==> src/rtl/tcxp_pkg.sv <==
package tcxp_pkg;

   typedef struct packed {
      logic [2:0] channel;
      logic [7:0] first_byte;
      logic [7:0] second_byte;
      logic       pattern_start;
   } req_type;

   typedef struct packed {
      logic [7:0]  out_byte;
      logic        last_byte;
      logic        consumed;
      logic [10:0] packed_size;
   } rsp_type;

   typedef enum logic [2:0] {
      ST_IDLE,
      ST_DECODE,
      ST_DIVIDE,
      ST_SCALE,
      ST_CLAMP,
      ST_EMIT
   } ctrl_state_type;

   typedef struct packed {
      logic load;
      logic decode;
      logic div_step;
      logic scale;
      logic clamp;
      logic emit;
   } cmd_type;

   typedef struct packed {
      logic need_div;
      logic div_last;
      logic out_free;
      logic emit_last;
   } status_type;

   // command control codes (second byte)
   localparam logic [7:0] CODE_RUN   = 8'hFF;
   localparam logic [7:0] CODE_TEMPO = 8'hFA;
   localparam logic [7:0] CODE_JUMP  = 8'hFC;
   localparam logic [7:0] CODE_BREAK = 8'hFE;

   // packed pattern bytes
   localparam logic [7:0] PK_EMPTY      = 8'h80;
   localparam logic [7:0] PK_NOTE       = 8'h81;
   localparam logic [7:0] PK_NOTE_INS   = 8'h83;
   localparam logic [7:0] PK_NOTE_VOL   = 8'h84;
   localparam logic [7:0] PK_EFF        = 8'h88;
   localparam logic [7:0] PK_EFF_PARAM  = 8'h98;
   localparam logic [7:0] PK_FULL       = 8'h9B;
   localparam logic [7:0] NOTE_OFF      = 8'h61;
   localparam logic [7:0] EFF_JUMP      = 8'h0B;
   localparam logic [7:0] EFF_BREAK     = 8'h0D;
   localparam logic [7:0] EFF_TEMPO     = 8'h0F;
   localparam logic [7:0] VOL_SLIDE_UP  = 8'h01;
   localparam logic [7:0] VOL_SLIDE_DN  = 8'h02;

   // tempo arithmetic
   localparam logic [15:0] TEMPO_DIVIDEND = 16'hFFFF;
   localparam logic [7:0]  TEMPO_DEFAULT  = 8'd150;
   localparam logic [11:0] TEMPO_MIN      = 12'd32;
   localparam logic [11:0] TEMPO_MAX      = 12'd255;
   localparam logic [11:0] RECIP_THREE    = 12'd2731;  // 2^13 / 3, rounded up
   localparam logic [12:0] RECIP_TEN      = 13'd6554;  // 2^16 / 10, rounded up
   localparam logic [10:0] SIZE_MAX       = 11'd2047;

endpackage

==> src/rtl/tracker_command_to_xm_packer_unit.sv <==
// Packs channel sequencer commands into packed tracker pattern bytes.
// Input channel (req_): one row slot per transfer - channel, the two command
// bytes and a pattern-start flag that clears all empty-run counts and the
// running size before the slot is handled.
// Result channel (rsp_): one packed byte per transfer, one to five per slot.
// The final byte carries last_byte, the consumed flag and the running size;
// earlier bytes carry zero in those fields.
// Timing: a slot is taken in the idle cycle, decoded in the next, then one
// byte is loaded into the output register per cycle while it is free. A tempo
// command with a first byte of 2 or more first runs a bit-serial divider, then
// a scale and a clamp step, before its bytes are emitted.
// The next slot is taken while the final byte still waits in the output
// register. If the receiver stalls, emission halts with the pending byte held.
// Reset (synchronous) clears counts, size and the output valid.
module tracker_command_to_xm_packer_unit #(
   parameter int CHANNELS = 6
) (
   input  logic              clock,
   input  logic              reset,
   input  logic              req_valid,
   output logic              req_ready,
   input  tcxp_pkg::req_type req_data,
   output logic              rsp_valid,
   input  logic              rsp_ready,
   output tcxp_pkg::rsp_type rsp_data
);

   tcxp_pkg::cmd_type    cmd;
   tcxp_pkg::status_type status;

   tcxp_ctrl u_ctrl (
      .clock     (clock),
      .reset     (reset),
      .req_valid (req_valid),
      .req_ready (req_ready),
      .status    (status),
      .cmd       (cmd)
   );

   tcxp_datapath #(
      .CHANNELS (CHANNELS)
   ) u_datapath (
      .clock     (clock),
      .reset     (reset),
      .cmd       (cmd),
      .status    (status),
      .req_data  (req_data),
      .rsp_valid (rsp_valid),
      .rsp_ready (rsp_ready),
      .rsp_data  (rsp_data)
   );

   a_one_slot: assert property (@(posedge clock) disable iff (reset)
      (req_valid && req_ready) |=> !req_ready)
      else $error("slot taken while previous slot still in progress");

   a_consumed_last: assert property (@(posedge clock) disable iff (reset)
      rsp_valid |-> (!rsp_data.consumed || rsp_data.last_byte))
      else $error("consumed flag on a non-final byte");

   a_size_last: assert property (@(posedge clock) disable iff (reset)
      (rsp_valid && !rsp_data.last_byte) |-> (rsp_data.packed_size == 11'd0))
      else $error("size reported on a non-final byte");

   a_no_emit_decode: assert property (@(posedge clock) disable iff (reset)
      cmd.decode |-> !cmd.emit && !cmd.load)
      else $error("controller commands overlap");

endmodule

==> src/rtl/tcxp_ctrl.sv <==
module tcxp_ctrl (
   input  logic                 clock,
   input  logic                 reset,
   input  logic                 req_valid,
   output logic                 req_ready,
   input  tcxp_pkg::status_type status,
   output tcxp_pkg::cmd_type    cmd
);

   tcxp_pkg::ctrl_state_type state_ff, state_in;

   always_ff @(posedge clock) begin
      if (reset) begin
         state_ff <= tcxp_pkg::ST_IDLE;
      end else begin
         state_ff <= state_in;
      end
   end

   always_comb begin
      state_in = state_ff;
      unique case (state_ff)
         tcxp_pkg::ST_IDLE: begin
            if (req_valid) state_in = tcxp_pkg::ST_DECODE;
         end
         tcxp_pkg::ST_DECODE: begin
            state_in = status.need_div ? tcxp_pkg::ST_DIVIDE : tcxp_pkg::ST_EMIT;
         end
         tcxp_pkg::ST_DIVIDE: begin
            if (status.div_last) state_in = tcxp_pkg::ST_SCALE;
         end
         tcxp_pkg::ST_SCALE: begin
            state_in = tcxp_pkg::ST_CLAMP;
         end
         tcxp_pkg::ST_CLAMP: begin
            state_in = tcxp_pkg::ST_EMIT;
         end
         tcxp_pkg::ST_EMIT: begin
            if (status.out_free && status.emit_last) state_in = tcxp_pkg::ST_IDLE;
         end
         default: state_in = tcxp_pkg::ST_IDLE;
      endcase
   end

   always_comb begin
      cmd       = '0;
      req_ready = 1'b0;
      unique case (state_ff)
         tcxp_pkg::ST_IDLE: begin
            req_ready = 1'b1;
            cmd.load  = req_valid;
         end
         tcxp_pkg::ST_DECODE: cmd.decode   = 1'b1;
         tcxp_pkg::ST_DIVIDE: cmd.div_step = 1'b1;
         tcxp_pkg::ST_SCALE:  cmd.scale    = 1'b1;
         tcxp_pkg::ST_CLAMP:  cmd.clamp    = 1'b1;
         tcxp_pkg::ST_EMIT:   cmd.emit     = status.out_free;
         default: cmd = '0;
      endcase
   end

endmodule

==> src/rtl/tcxp_datapath.sv <==
module tcxp_datapath #(
   parameter int CHANNELS = 6
) (
   input  logic                 clock,
   input  logic                 reset,
   input  tcxp_pkg::cmd_type    cmd,
   output tcxp_pkg::status_type status,
   input  tcxp_pkg::req_type    req_data,
   output logic                 rsp_valid,
   input  logic                 rsp_ready,
   output tcxp_pkg::rsp_type    rsp_data
);

   localparam int CW = (CHANNELS > 1) ? $clog2(CHANNELS) : 1;

   tcxp_pkg::req_type item_ff, item_in;
   logic [7:0]  count_ff [CHANNELS];
   logic [7:0]  count_in [CHANNELS];
   logic [10:0] size_ff, size_in;
   logic [7:0]  byte_ff [5];
   logic [7:0]  byte_in [5];
   logic [2:0]  num_ff, num_in;
   logic        used_ff, used_in;
   logic [7:0]  rem_ff, rem_in;
   logic [15:0] quo_ff, quo_in;
   logic [3:0]  step_ff, step_in;
   logic [10:0] third_ff, third_in;
   logic [2:0]  idx_ff, idx_in;
   logic        rsp_valid_ff, rsp_valid_in;
   tcxp_pkg::rsp_type rsp_ff, rsp_in;

   logic [7:0]    b0, b1;
   logic [3:0]    ins, vol;
   logic [6:0]    note;
   logic [7:0]    vol_code, vol_amt;
   logic [CW-1:0] chan_idx;
   logic          chan_ok, pending;
   logic [7:0]    dec_bytes [5];
   logic [2:0]    dec_num;
   logic          dec_used, dec_need_div;
   logic [11:0]   size_sum;
   logic [8:0]    trial;
   logic          trial_ge;
   logic [23:0]   third_prod;
   logic [14:0]   times_eleven;
   logic [27:0]   tenth_prod;
   logic [11:0]   tempo_raw;
   logic [7:0]    tempo;
   logic          is_last;

   assign b0       = item_ff.first_byte;
   assign b1       = item_ff.second_byte;
   assign ins      = b0[7:4];
   assign vol      = b0[3:0];
   assign note     = (b1[7:1] >= 7'd2) ? b1[7:1] - 7'd2 : b1[7:1];
   assign vol_code = (vol <= 4'd7) ? tcxp_pkg::VOL_SLIDE_UP : tcxp_pkg::VOL_SLIDE_DN;
   assign vol_amt  = (vol <= 4'd7) ? {4'h0, vol} : {4'h0, vol - 4'd7};
   assign chan_idx = CW'(item_ff.channel);
   assign chan_ok  = 32'(item_ff.channel) < CHANNELS;
   assign pending  = chan_ok && (count_ff[chan_idx] != 8'd0);

   always_comb begin
      dec_bytes    = '{default: 8'h00};
      dec_num      = 3'd1;
      dec_used     = 1'b1;
      dec_need_div = 1'b0;
      if (pending) begin
         dec_bytes[0] = tcxp_pkg::PK_EMPTY;
         dec_used     = 1'b0;
      end else if (b0 == 8'd0 && b1 == 8'd0) begin
         dec_bytes[0] = tcxp_pkg::PK_EMPTY;
      end else if (b1 == tcxp_pkg::CODE_RUN) begin
         dec_bytes[0] = tcxp_pkg::PK_EMPTY;
      end else if (b1 == tcxp_pkg::CODE_TEMPO) begin
         dec_bytes[0] = tcxp_pkg::PK_EFF_PARAM;
         dec_bytes[1] = tcxp_pkg::EFF_TEMPO;
         dec_bytes[2] = tcxp_pkg::TEMPO_DEFAULT;
         dec_num      = 3'd3;
         dec_need_div = b0 >= 8'd2;
      end else if (b1 == tcxp_pkg::CODE_JUMP || b1 == tcxp_pkg::CODE_BREAK) begin
         dec_bytes[1] = (b1 == tcxp_pkg::CODE_JUMP) ? tcxp_pkg::EFF_JUMP
                                                    : tcxp_pkg::EFF_BREAK;
         if (b0 == 8'd0) begin
            dec_bytes[0] = tcxp_pkg::PK_EFF;
            dec_num      = 3'd2;
         end else begin
            dec_bytes[0] = tcxp_pkg::PK_EFF_PARAM;
            dec_bytes[2] = b0;
            dec_num      = 3'd3;
         end
      end else if (b1[0]) begin
         dec_bytes[1] = tcxp_pkg::NOTE_OFF;
         if (ins != 4'd0) begin
            dec_bytes[0] = tcxp_pkg::PK_NOTE_INS;
            dec_bytes[2] = {4'h0, ins};
            dec_num      = 3'd3;
         end else begin
            dec_bytes[0] = tcxp_pkg::PK_NOTE;
            dec_num      = 3'd2;
         end
      end else begin
         dec_bytes[1] = {1'b0, note};
         if (ins != 4'd0) begin
            dec_bytes[0] = (vol != 4'd0) ? tcxp_pkg::PK_FULL : tcxp_pkg::PK_NOTE_INS;
            dec_bytes[2] = {4'h0, ins};
            dec_bytes[3] = vol_code;
            dec_bytes[4] = vol_amt;
            dec_num      = (vol != 4'd0) ? 3'd5 : 3'd3;
         end else begin
            dec_bytes[0] = (vol != 4'd0) ? tcxp_pkg::PK_NOTE_VOL : tcxp_pkg::PK_NOTE;
            dec_bytes[2] = vol_code;
            dec_bytes[3] = vol_amt;
            dec_num      = (vol != 4'd0) ? 3'd4 : 3'd2;
         end
      end
   end

   // restoring divide of the tempo constant, one quotient bit a cycle
   assign trial    = {rem_ff, quo_ff[15]};
   assign trial_ge = trial >= {1'b0, b0};

   // floor(q/24) as floor(floor(q/8)/3), then floor(x*11/10), then clamp
   assign third_prod   = quo_ff[14:3] * tcxp_pkg::RECIP_THREE;
   assign times_eleven = {4'h0, third_ff} + {3'h0, third_ff, 1'b0} + {1'b0, third_ff, 3'h0};
   assign tenth_prod   = times_eleven * tcxp_pkg::RECIP_TEN;
   assign tempo_raw    = tenth_prod[27:16];
   assign tempo        = (tempo_raw < tcxp_pkg::TEMPO_MIN) ? tcxp_pkg::TEMPO_MIN[7:0] :
                         (tempo_raw > tcxp_pkg::TEMPO_MAX) ? tcxp_pkg::TEMPO_MAX[7:0] :
                         tempo_raw[7:0];

   assign size_sum = {1'b0, size_ff} + {9'h0, dec_num};
   assign is_last  = idx_ff == num_ff - 3'd1;

   always_comb begin
      item_in      = item_ff;
      count_in     = count_ff;
      size_in      = size_ff;
      byte_in      = byte_ff;
      num_in       = num_ff;
      used_in      = used_ff;
      rem_in       = rem_ff;
      quo_in       = quo_ff;
      step_in      = step_ff;
      third_in     = third_ff;
      idx_in       = idx_ff;
      rsp_in       = rsp_ff;
      rsp_valid_in = rsp_ready ? 1'b0 : rsp_valid_ff;

      if (cmd.load) begin
         item_in = req_data;
         if (req_data.pattern_start) begin
            count_in = '{default: 8'd0};
            size_in  = '0;
         end
      end

      if (cmd.decode) begin
         byte_in = dec_bytes;
         num_in  = dec_num;
         used_in = dec_used;
         size_in = size_sum[11] ? tcxp_pkg::SIZE_MAX : size_sum[10:0];
         if (pending) begin
            count_in[chan_idx] = count_ff[chan_idx] - 8'd1;
         end else if (chan_ok && b1 == tcxp_pkg::CODE_RUN && b0 != 8'd0) begin
            count_in[chan_idx] = b0;
         end
         rem_in  = '0;
         quo_in  = tcxp_pkg::TEMPO_DIVIDEND;
         step_in = '0;
         idx_in  = '0;
      end

      if (cmd.div_step) begin
         rem_in  = trial_ge ? 8'(trial - {1'b0, b0}) : trial[7:0];
         quo_in  = {quo_ff[14:0], trial_ge};
         step_in = step_ff + 4'd1;
      end

      if (cmd.scale) begin
         third_in = third_prod[23:13];
      end

      if (cmd.clamp) begin
         byte_in[2] = tempo;
      end

      if (cmd.emit) begin
         rsp_in.out_byte    = byte_ff[idx_ff];
         rsp_in.last_byte   = is_last;
         rsp_in.consumed    = is_last && used_ff;
         rsp_in.packed_size = is_last ? size_ff : 11'd0;
         rsp_valid_in       = 1'b1;
         idx_in             = idx_ff + 3'd1;
      end
   end

   always_ff @(posedge clock) begin
      if (reset) begin
         count_ff     <= '{default: 8'd0};
         size_ff      <= '0;
         step_ff      <= '0;
         idx_ff       <= '0;
         rsp_valid_ff <= 1'b0;
      end else begin
         count_ff     <= count_in;
         size_ff      <= size_in;
         step_ff      <= step_in;
         idx_ff       <= idx_in;
         rsp_valid_ff <= rsp_valid_in;
      end
   end

   always_ff @(posedge clock) begin
      item_ff  <= item_in;
      byte_ff  <= byte_in;
      num_ff   <= num_in;
      used_ff  <= used_in;
      rem_ff   <= rem_in;
      quo_ff   <= quo_in;
      third_ff <= third_in;
      rsp_ff   <= rsp_in;
   end

   assign status.need_div  = dec_need_div;
   assign status.div_last  = step_ff == 4'd15;
   assign status.out_free  = !rsp_valid_ff || rsp_ready;
   assign status.emit_last = is_last;

   assign rsp_valid = rsp_valid_ff;
   assign rsp_data  = rsp_ff;

endmodule

==> config.mk <==
export PLATFORM = sky130hd
export DESIGN_NAME = tracker_command_to_xm_packer_unit
export DESIGN_NICKNAME = d
export VERILOG_FILES = /design/src/rtl/tcxp_pkg.sv /design/src/rtl/tracker_command_to_xm_packer_unit.sv /design/src/rtl/tcxp_ctrl.sv /design/src/rtl/tcxp_datapath.sv
export SDC_FILE = /design/constraint.sdc
export NUM_CORES = 1
export LEC_CHECK = 0
export BUFFER_PORTS_ARGS = -buffer_cell sky130_fd_sc_hd__buf_2
export CAP_MARGIN = 20
export CORE_MARGIN = 5
export CORE_UTILIZATION = 60
export CTS_CLUSTER_DIAMETER = 200
export CTS_CLUSTER_SIZE = 25
export DETAILED_ROUTE_END_ITERATION = 6
export GPL_TIMING_DRIVEN = 0
export HOLD_SLACK_MARGIN = 0.12
export PLACE_DENSITY = 0.78
export SYNTH_ARGS = -nofsm -noshare
export SYNTH_HDL_FRONTEND = slang
export SYNTH_SLANG_ARGS = --single-unit
==> constraint.sdc <==
create_clock -name clock -period 22.4 [get_ports clock]
set_clock_uncertainty 0.1 [all_clocks]
set_input_delay 4.48 -clock clock [delete_from_list [all_inputs] [get_ports clock]]
set_output_delay 4.48 -clock clock [all_outputs]
set_load 0.02 [all_outputs]
== Word level (Yosys, flattened, before mapping) ==
Index checks and enable logic that the tools add are counted.
Widths: inputs -> output; s select.

* Add/sub/neg operators: 10
* $mul: 2
* $lt $le $gt $ge: 10
* Equal/unequal tests: 14
* Muxes and demuxes: 84
* Bitwise logic cells: 3
* Reductions and logical operators: 29

{| class="wikitable"
|+ Operators by type and width
! kind !! count
|-
| $mux 48 || 5
|-
| $mux 24 || 7
|-
| $mux 8 || 14
|-
| $bwmux 48 || 2
|-
| $mux 16 || 6
|-
| $mux 3 || 17
|-
| $bmux 8 s3 || 2
|-
| $mux 11 || 4
|-
| $eq 8x8->1 const B || 4
|-
| $mul 15x12->27 const B || 1
|-
| $demux 8 s3 || 1
|-
| $mul 12x12->24 const B || 1
|-
| $pmux 3 s6 || 1
|-
| $logic_not 8->1 || 2
|-
| $mux 1 || 16
|-
| $mux 4 || 4
|-
| $reduce_bool 8->1 || 2
|-
| $add 15x14->15 || 1
|-
| $add 11x12->13 || 1
|-
| $add 11x3->12 || 1
|-
| $gt 12x8->1 const B || 1
|-
| $lt 12x6->1 const B || 1
|-
| $reduce_bool 2->1 || 6
|-
| $mux 5 || 2
|-
| 36 further kinds || 50
|}

* Register bits: 189
* Output and inout port bits: 23
* Logic and storage cells: 182

== Depth between registers and ports, before layout ==
* Word-level depth: 12
* Depth in mapped cells: 34
* Depth with buffers taken out: 34

== By module ==
A second synthesis with hierarchy kept.

* Cells, all modules: 1691
* Area total of the unflattened synthesis: 15982.8 µm²

{| class="wikitable"
|+ By module, submodules not included
! module !! instances !! cells an instance !! area each (µm²)
|-
| tcxp_datapath || 1 || 1663 || 15747.6
|-
| tcxp_ctrl || 1 || 28 || 235.2
|}

== Worst setup path before layout ==
No wires, ideal clock.

* Path type: reg-to-reg
* Start point: register u_datapath.third_ff[0]
* End point: register u_datapath.byte_ff[18] in the netlist's numbering (data pin)
* Library setup time: 261 ps
* Arrival: 7528 ps
* Data required time: 22039 ps
* Path slack: 14511 ps
* Stages on the path, launching flop included: 33
* Buffers on the path: 0
* Cells stage by stage: edfxtp_1 -> ha_1 -> inv_1 -> fa_1 -> nor2b_1 -> o21ai_0 -> a21boi_0 -> o21ai_0 -> a21boi_0 -> nor2_1 -> ha_1 -> a21boi_0 -> o21ai_0 -> nand2_1 -> xor2_1 -> ha_1 -> inv_1 -> fa_1 -> inv_1 -> fa_1 -> fa_1 -> inv_1 -> fa_1 -> inv_1 -> ha_1 -> a211oi_1 -> a221oi_1 -> a31o_2 -> o31ai_1 -> a31oi_1 -> a211oi_1 -> a211oi_1 -> a311o_1

{| class="wikitable"
|+ RTL lines
! element !! RTL line !! RTL
|-
| start, declared || tcxp_datapath.sv:27 || <nowiki>logic [10:0] third_ff, third_in;</nowiki>
|-
| start signal, assigned || tcxp_datapath.sv:220 || <nowiki>third_ff <= third_in;</nowiki>
|-
| end signal, assigned || tcxp_datapath.sv:215 || <nowiki>byte_ff <= byte_in;</nowiki>
|-
| end, declared || tcxp_datapath.sv:20 || <nowiki>logic [7:0] byte_ff [5];</nowiki>
|}

==> flow_summary.yaml <==
cts:
  cts_post_setup_buffers_inserted: 0
  cts.sinks: 177
  cts_max_path_buffers: 2
  cts_made_buffers: 17
  cts_root_buf: "clkbuf_16"
  cts_hold_buf: 0
  clk_pin_slew_ps: 80
  insertion_delay_ps: 440
  cts_resized: 0
  cts_tree: "built"
  cts.htree.levels: 4
setup_path:
  end_kind: "flip-flop"
  crit_arrival_ps: 9380
  r2r_start: "u_datapath.third_ff[0]$_DFFE_PN_"
  worst-endpoint-required_ps: 22610
  critPathMaxStageDelay_ps: 610
  cp_common_cell: "o21ai_0"
  crit_slowest_cell: "a211oi_1"
  worstSetupPathType: "reg -> reg"
  startpoint_type: "flip-flop"
  startpoint: "u_datapath.third_ff[0]$_DFFE_PN_"
  cp_max_fo: 10
pwr:
  power_uw: 894
  netSwitchingFraction: 0.332
  pwr-share-clk: 0.351
  power_frac_seq: 0.440
  power.internal_uw: 598
  ir_drop_uv: 46.9
  p_switching_uw: 297
  p_comb_frac: 0.208
  leakage_nw: 7.58
  power_density_nw_per_um2: 52.3
logic_synthesis:
  syn_area_per_cell_um2: 9.37
  ys_seq_area_frac: 0.292
  postSynth.asyncResetShare: 0
  synthesis.nets: 2022
  syn_inst: 1686
  synth-edff-count: 107
  ys.flop_type: "edfxtp_1"
  ys_ff_latch: 177
  synth.distinct_cells: 70
  synth_warnings: 0
  syn-cell-area_um2: 15800
place:
  gp_congestion: 0.975
  io_buffers: 46
  placed_area_um2: 16500
  place_hpwl_um: 31500
route:
  routed_wl_um: 39100
  vias: 12700
  wl_met1_um: 17100
  ant_nets: 0
  drc: 0
  drt_iter0_drc: 1139
  routed_via_density: 6.03
  met3_wirelength_um: 2300
  top_layer_used: "met4"
  wl_per_cell_um: 18.6
  met2_length_um: 18800
  drt-pass1-iter-count: 6
sta:
  finalHoldViolations: 0
  maxSlewViolCount: 0
  setup_viol: 0
  max_slew_margin: 0.258
  post-route-period-util: 0.410
  final.setup.tns_ps: 0
  period_minus_slack_ps: 9170
  tightest_slew_ps: 1110
  fmax_ghz: 0.109
  rsz0062_at_grt: "no"
global_route:
  grt_max_degree: 34
  antenna_found_initial: 0
  grt_overflow: 0
  grt_pass1_vias: 12400
  grt_pass1_wl_um: 63300
  grt_usage: 0.269
floorplan:
  ios: 47
  die_h_um: 172
  fp.dieW_um: 172
  design.core.area_um2: 26000
  start_util: 0.608
  dieArea_um2: 29700
  row_count: 59
final_layout:
  finalNetCount: 2088
  areaGrowthSynthToFinish_pct: 8.22
  fin_area_um2: 17100
  layout-drive-gt1-share: 0.0703
  diodes: 0
hold_path:
  hold_start: "u_datapath.count_ff[17]$_SDFF_PP0_"
  hold_class: "reg -> reg"
outcome:
  status: "completed"
flow_run:
  max_cap_violations: 0
## stage by stage
stage,setup slack (ps),hold slack [ps],util,std cells
global placement,13580,332,0.633,2067
floorplan,14510,318,-,1686
finish,13230,361,0.658,2100
detailed placement,13320,343,0.634,2068
CTS,13240,358,0.658,2100
global route,12640,380,0.658,2100
## sequential cells by signal, summed over array words and instances (netlist names)
name and flops:
u_ctrl.state_ff 3, u_datapath.b0 8, u_datapath.b1 8, u_datapath.byte_ff 28, u_datapath.chan_idx 3, u_datapath.count_ff 48, u_datapath.idx_ff 3, u_datapath.num_ff 3
u_datapath.quo_ff 16, u_datapath.rem_ff 8, u_datapath.rsp_data 21, u_datapath.rsp_valid 1, u_datapath.size_ff 11, u_datapath.step_ff 4, u_datapath.third_ff 11, u_datapath.used_ff 1
## cell families (layout without fill, tap and decap cells)
logic type                 count (synthesis)  in the layout  share of synthesized area
and+or+nand+nor                          422            422                      0.131
AOI/OAI and AO/OA                        369            369                      0.146
buffers and inverters                    311            390                     0.0755
xor gates and xnor gates                  66             66                     0.0366
muxes                                     29             29                     0.0271
DFF                                      177            177                      0.292
adders and majority gates                312            312                      0.292
## cell type report
cell class	count	area, µm²
Inverter	260	978
Tap cell	335	419
Clock buffer	18	450
Timing Repair Buffer	47	245
Fill cell	2161	8890
Multi-Input combinational cell	1198	9990
Sequential cell	177	4610
Buffer	51	215
Clock inverter	14	183
## worst paths after layout
check	end	slack [ps]	cells after the start
hold / removal	u_datapath.count_ff[17]$_SDFF_PP0_	360	2
setup reg to reg	u_datapath.byte_ff[18]$_DFFE_PP_	13230	30
setup / recovery	u_datapath.byte_ff[18]$_DFFE_PP_	13230	30
hold reg to reg	u_datapath.count_ff[17]$_SDFF_PP0_	360	2
## critical path, delay by kind of cell (launching register included)
| family | cells | cell delay [ps] |
|---|---|---|
| and+or+nand+nor | 3 | 290 |
| xor gates and xnor gates | 2 | 880 |
| DFF | 1 | 580 |
| buffers and inverters | 3 | 160 |
| adders and majority gates | 8 | 3270 |
| AOI/OAI and AO/OA | 14 | 3750 |
## metal layers
layer | track usage | vias up
met5 | 0 | -
met1 | 0.367 | 6105
met4 | 0.0690 | 0
met2 | 0.454 | 460
li1 | - | 6019
met3 | 0.0405 | 73
## cell usage after synthesis (all sizes together) (6+ instances only)
cell      n  area (µm²)
inv     260         978
ha      218        2730
a21oi   123         619
nor2    119         457
edfxtp  107        3210
nand2   100         378
fa       94        1880
o21ai    83         415
dfxtp    70        1400
nand3    50         263
nor3     46         240
clkbuf   43         161
xnor2    39         342
xor2     27         236
a21o     23         173
and2     23         144
a31oi    19         119
nand2b   18         113
a211oi   16         120
a22oi    15         113
o211ai   14         105
nor2b    12        75.1
mux2     10         113
mux4     10         225
mux2i     9        90.1
o21a      9        67.6
buf       8        52.6
nand4     8        50.1
and3      7        43.8
and4      7        61.3
nor4      7        65.1
or3       7        43.8
a211o     6        52.6
a21boi    6        45.0
a22o      6        52.6
a311oi    6        52.6
o22ai     6        37.5
o31ai     6        45.0
## placed cells by master, fill, tap and decap left out, types with 7 or more instances in the layout
cell,n
a21o_1,23
a211oi_1,16
nor3_1,44
o21a_1,9
o21ai_0,83
mux2i_1,9
clkbuf_1,43
nand4_1,8
clkbuf_16,18
nor2b_1,12
edfxtp_1,107
o211ai_1,14
mux4_2,10
nand2b_1,18
mux2_2,9
a21oi_1,122
nand2_1,99
fa_1,94
xor2_1,27
inv_1,259
and3_1,7
dfxtp_1,70
nor2_1,117
buf_2,47
a31oi_1,19
ha_1,218
xnor2_1,39
and2_1,23
and4_1,7
or3_1,7
nand3_1,49
a22oi_1,15
## power groups by stage
| stage | logic [mW] | clock network [mW] | registers (mW) |
|---|---|---|---|
| final | 0.186 | 0.314 | 0.394 |
| after global routing | 0.204 | 0.332 | 0.396 |
| after CTS | 0.183 | 0.316 | 0.394 |
| after detailed placement | 0.181 | 0 | 0.401 |
| after global placement | 0.176 | 0 | 0.400 |
| after floorplan | 0.126 | 0 | 0.398 |
Note: power is estimated with default switching activity, not from simulation.
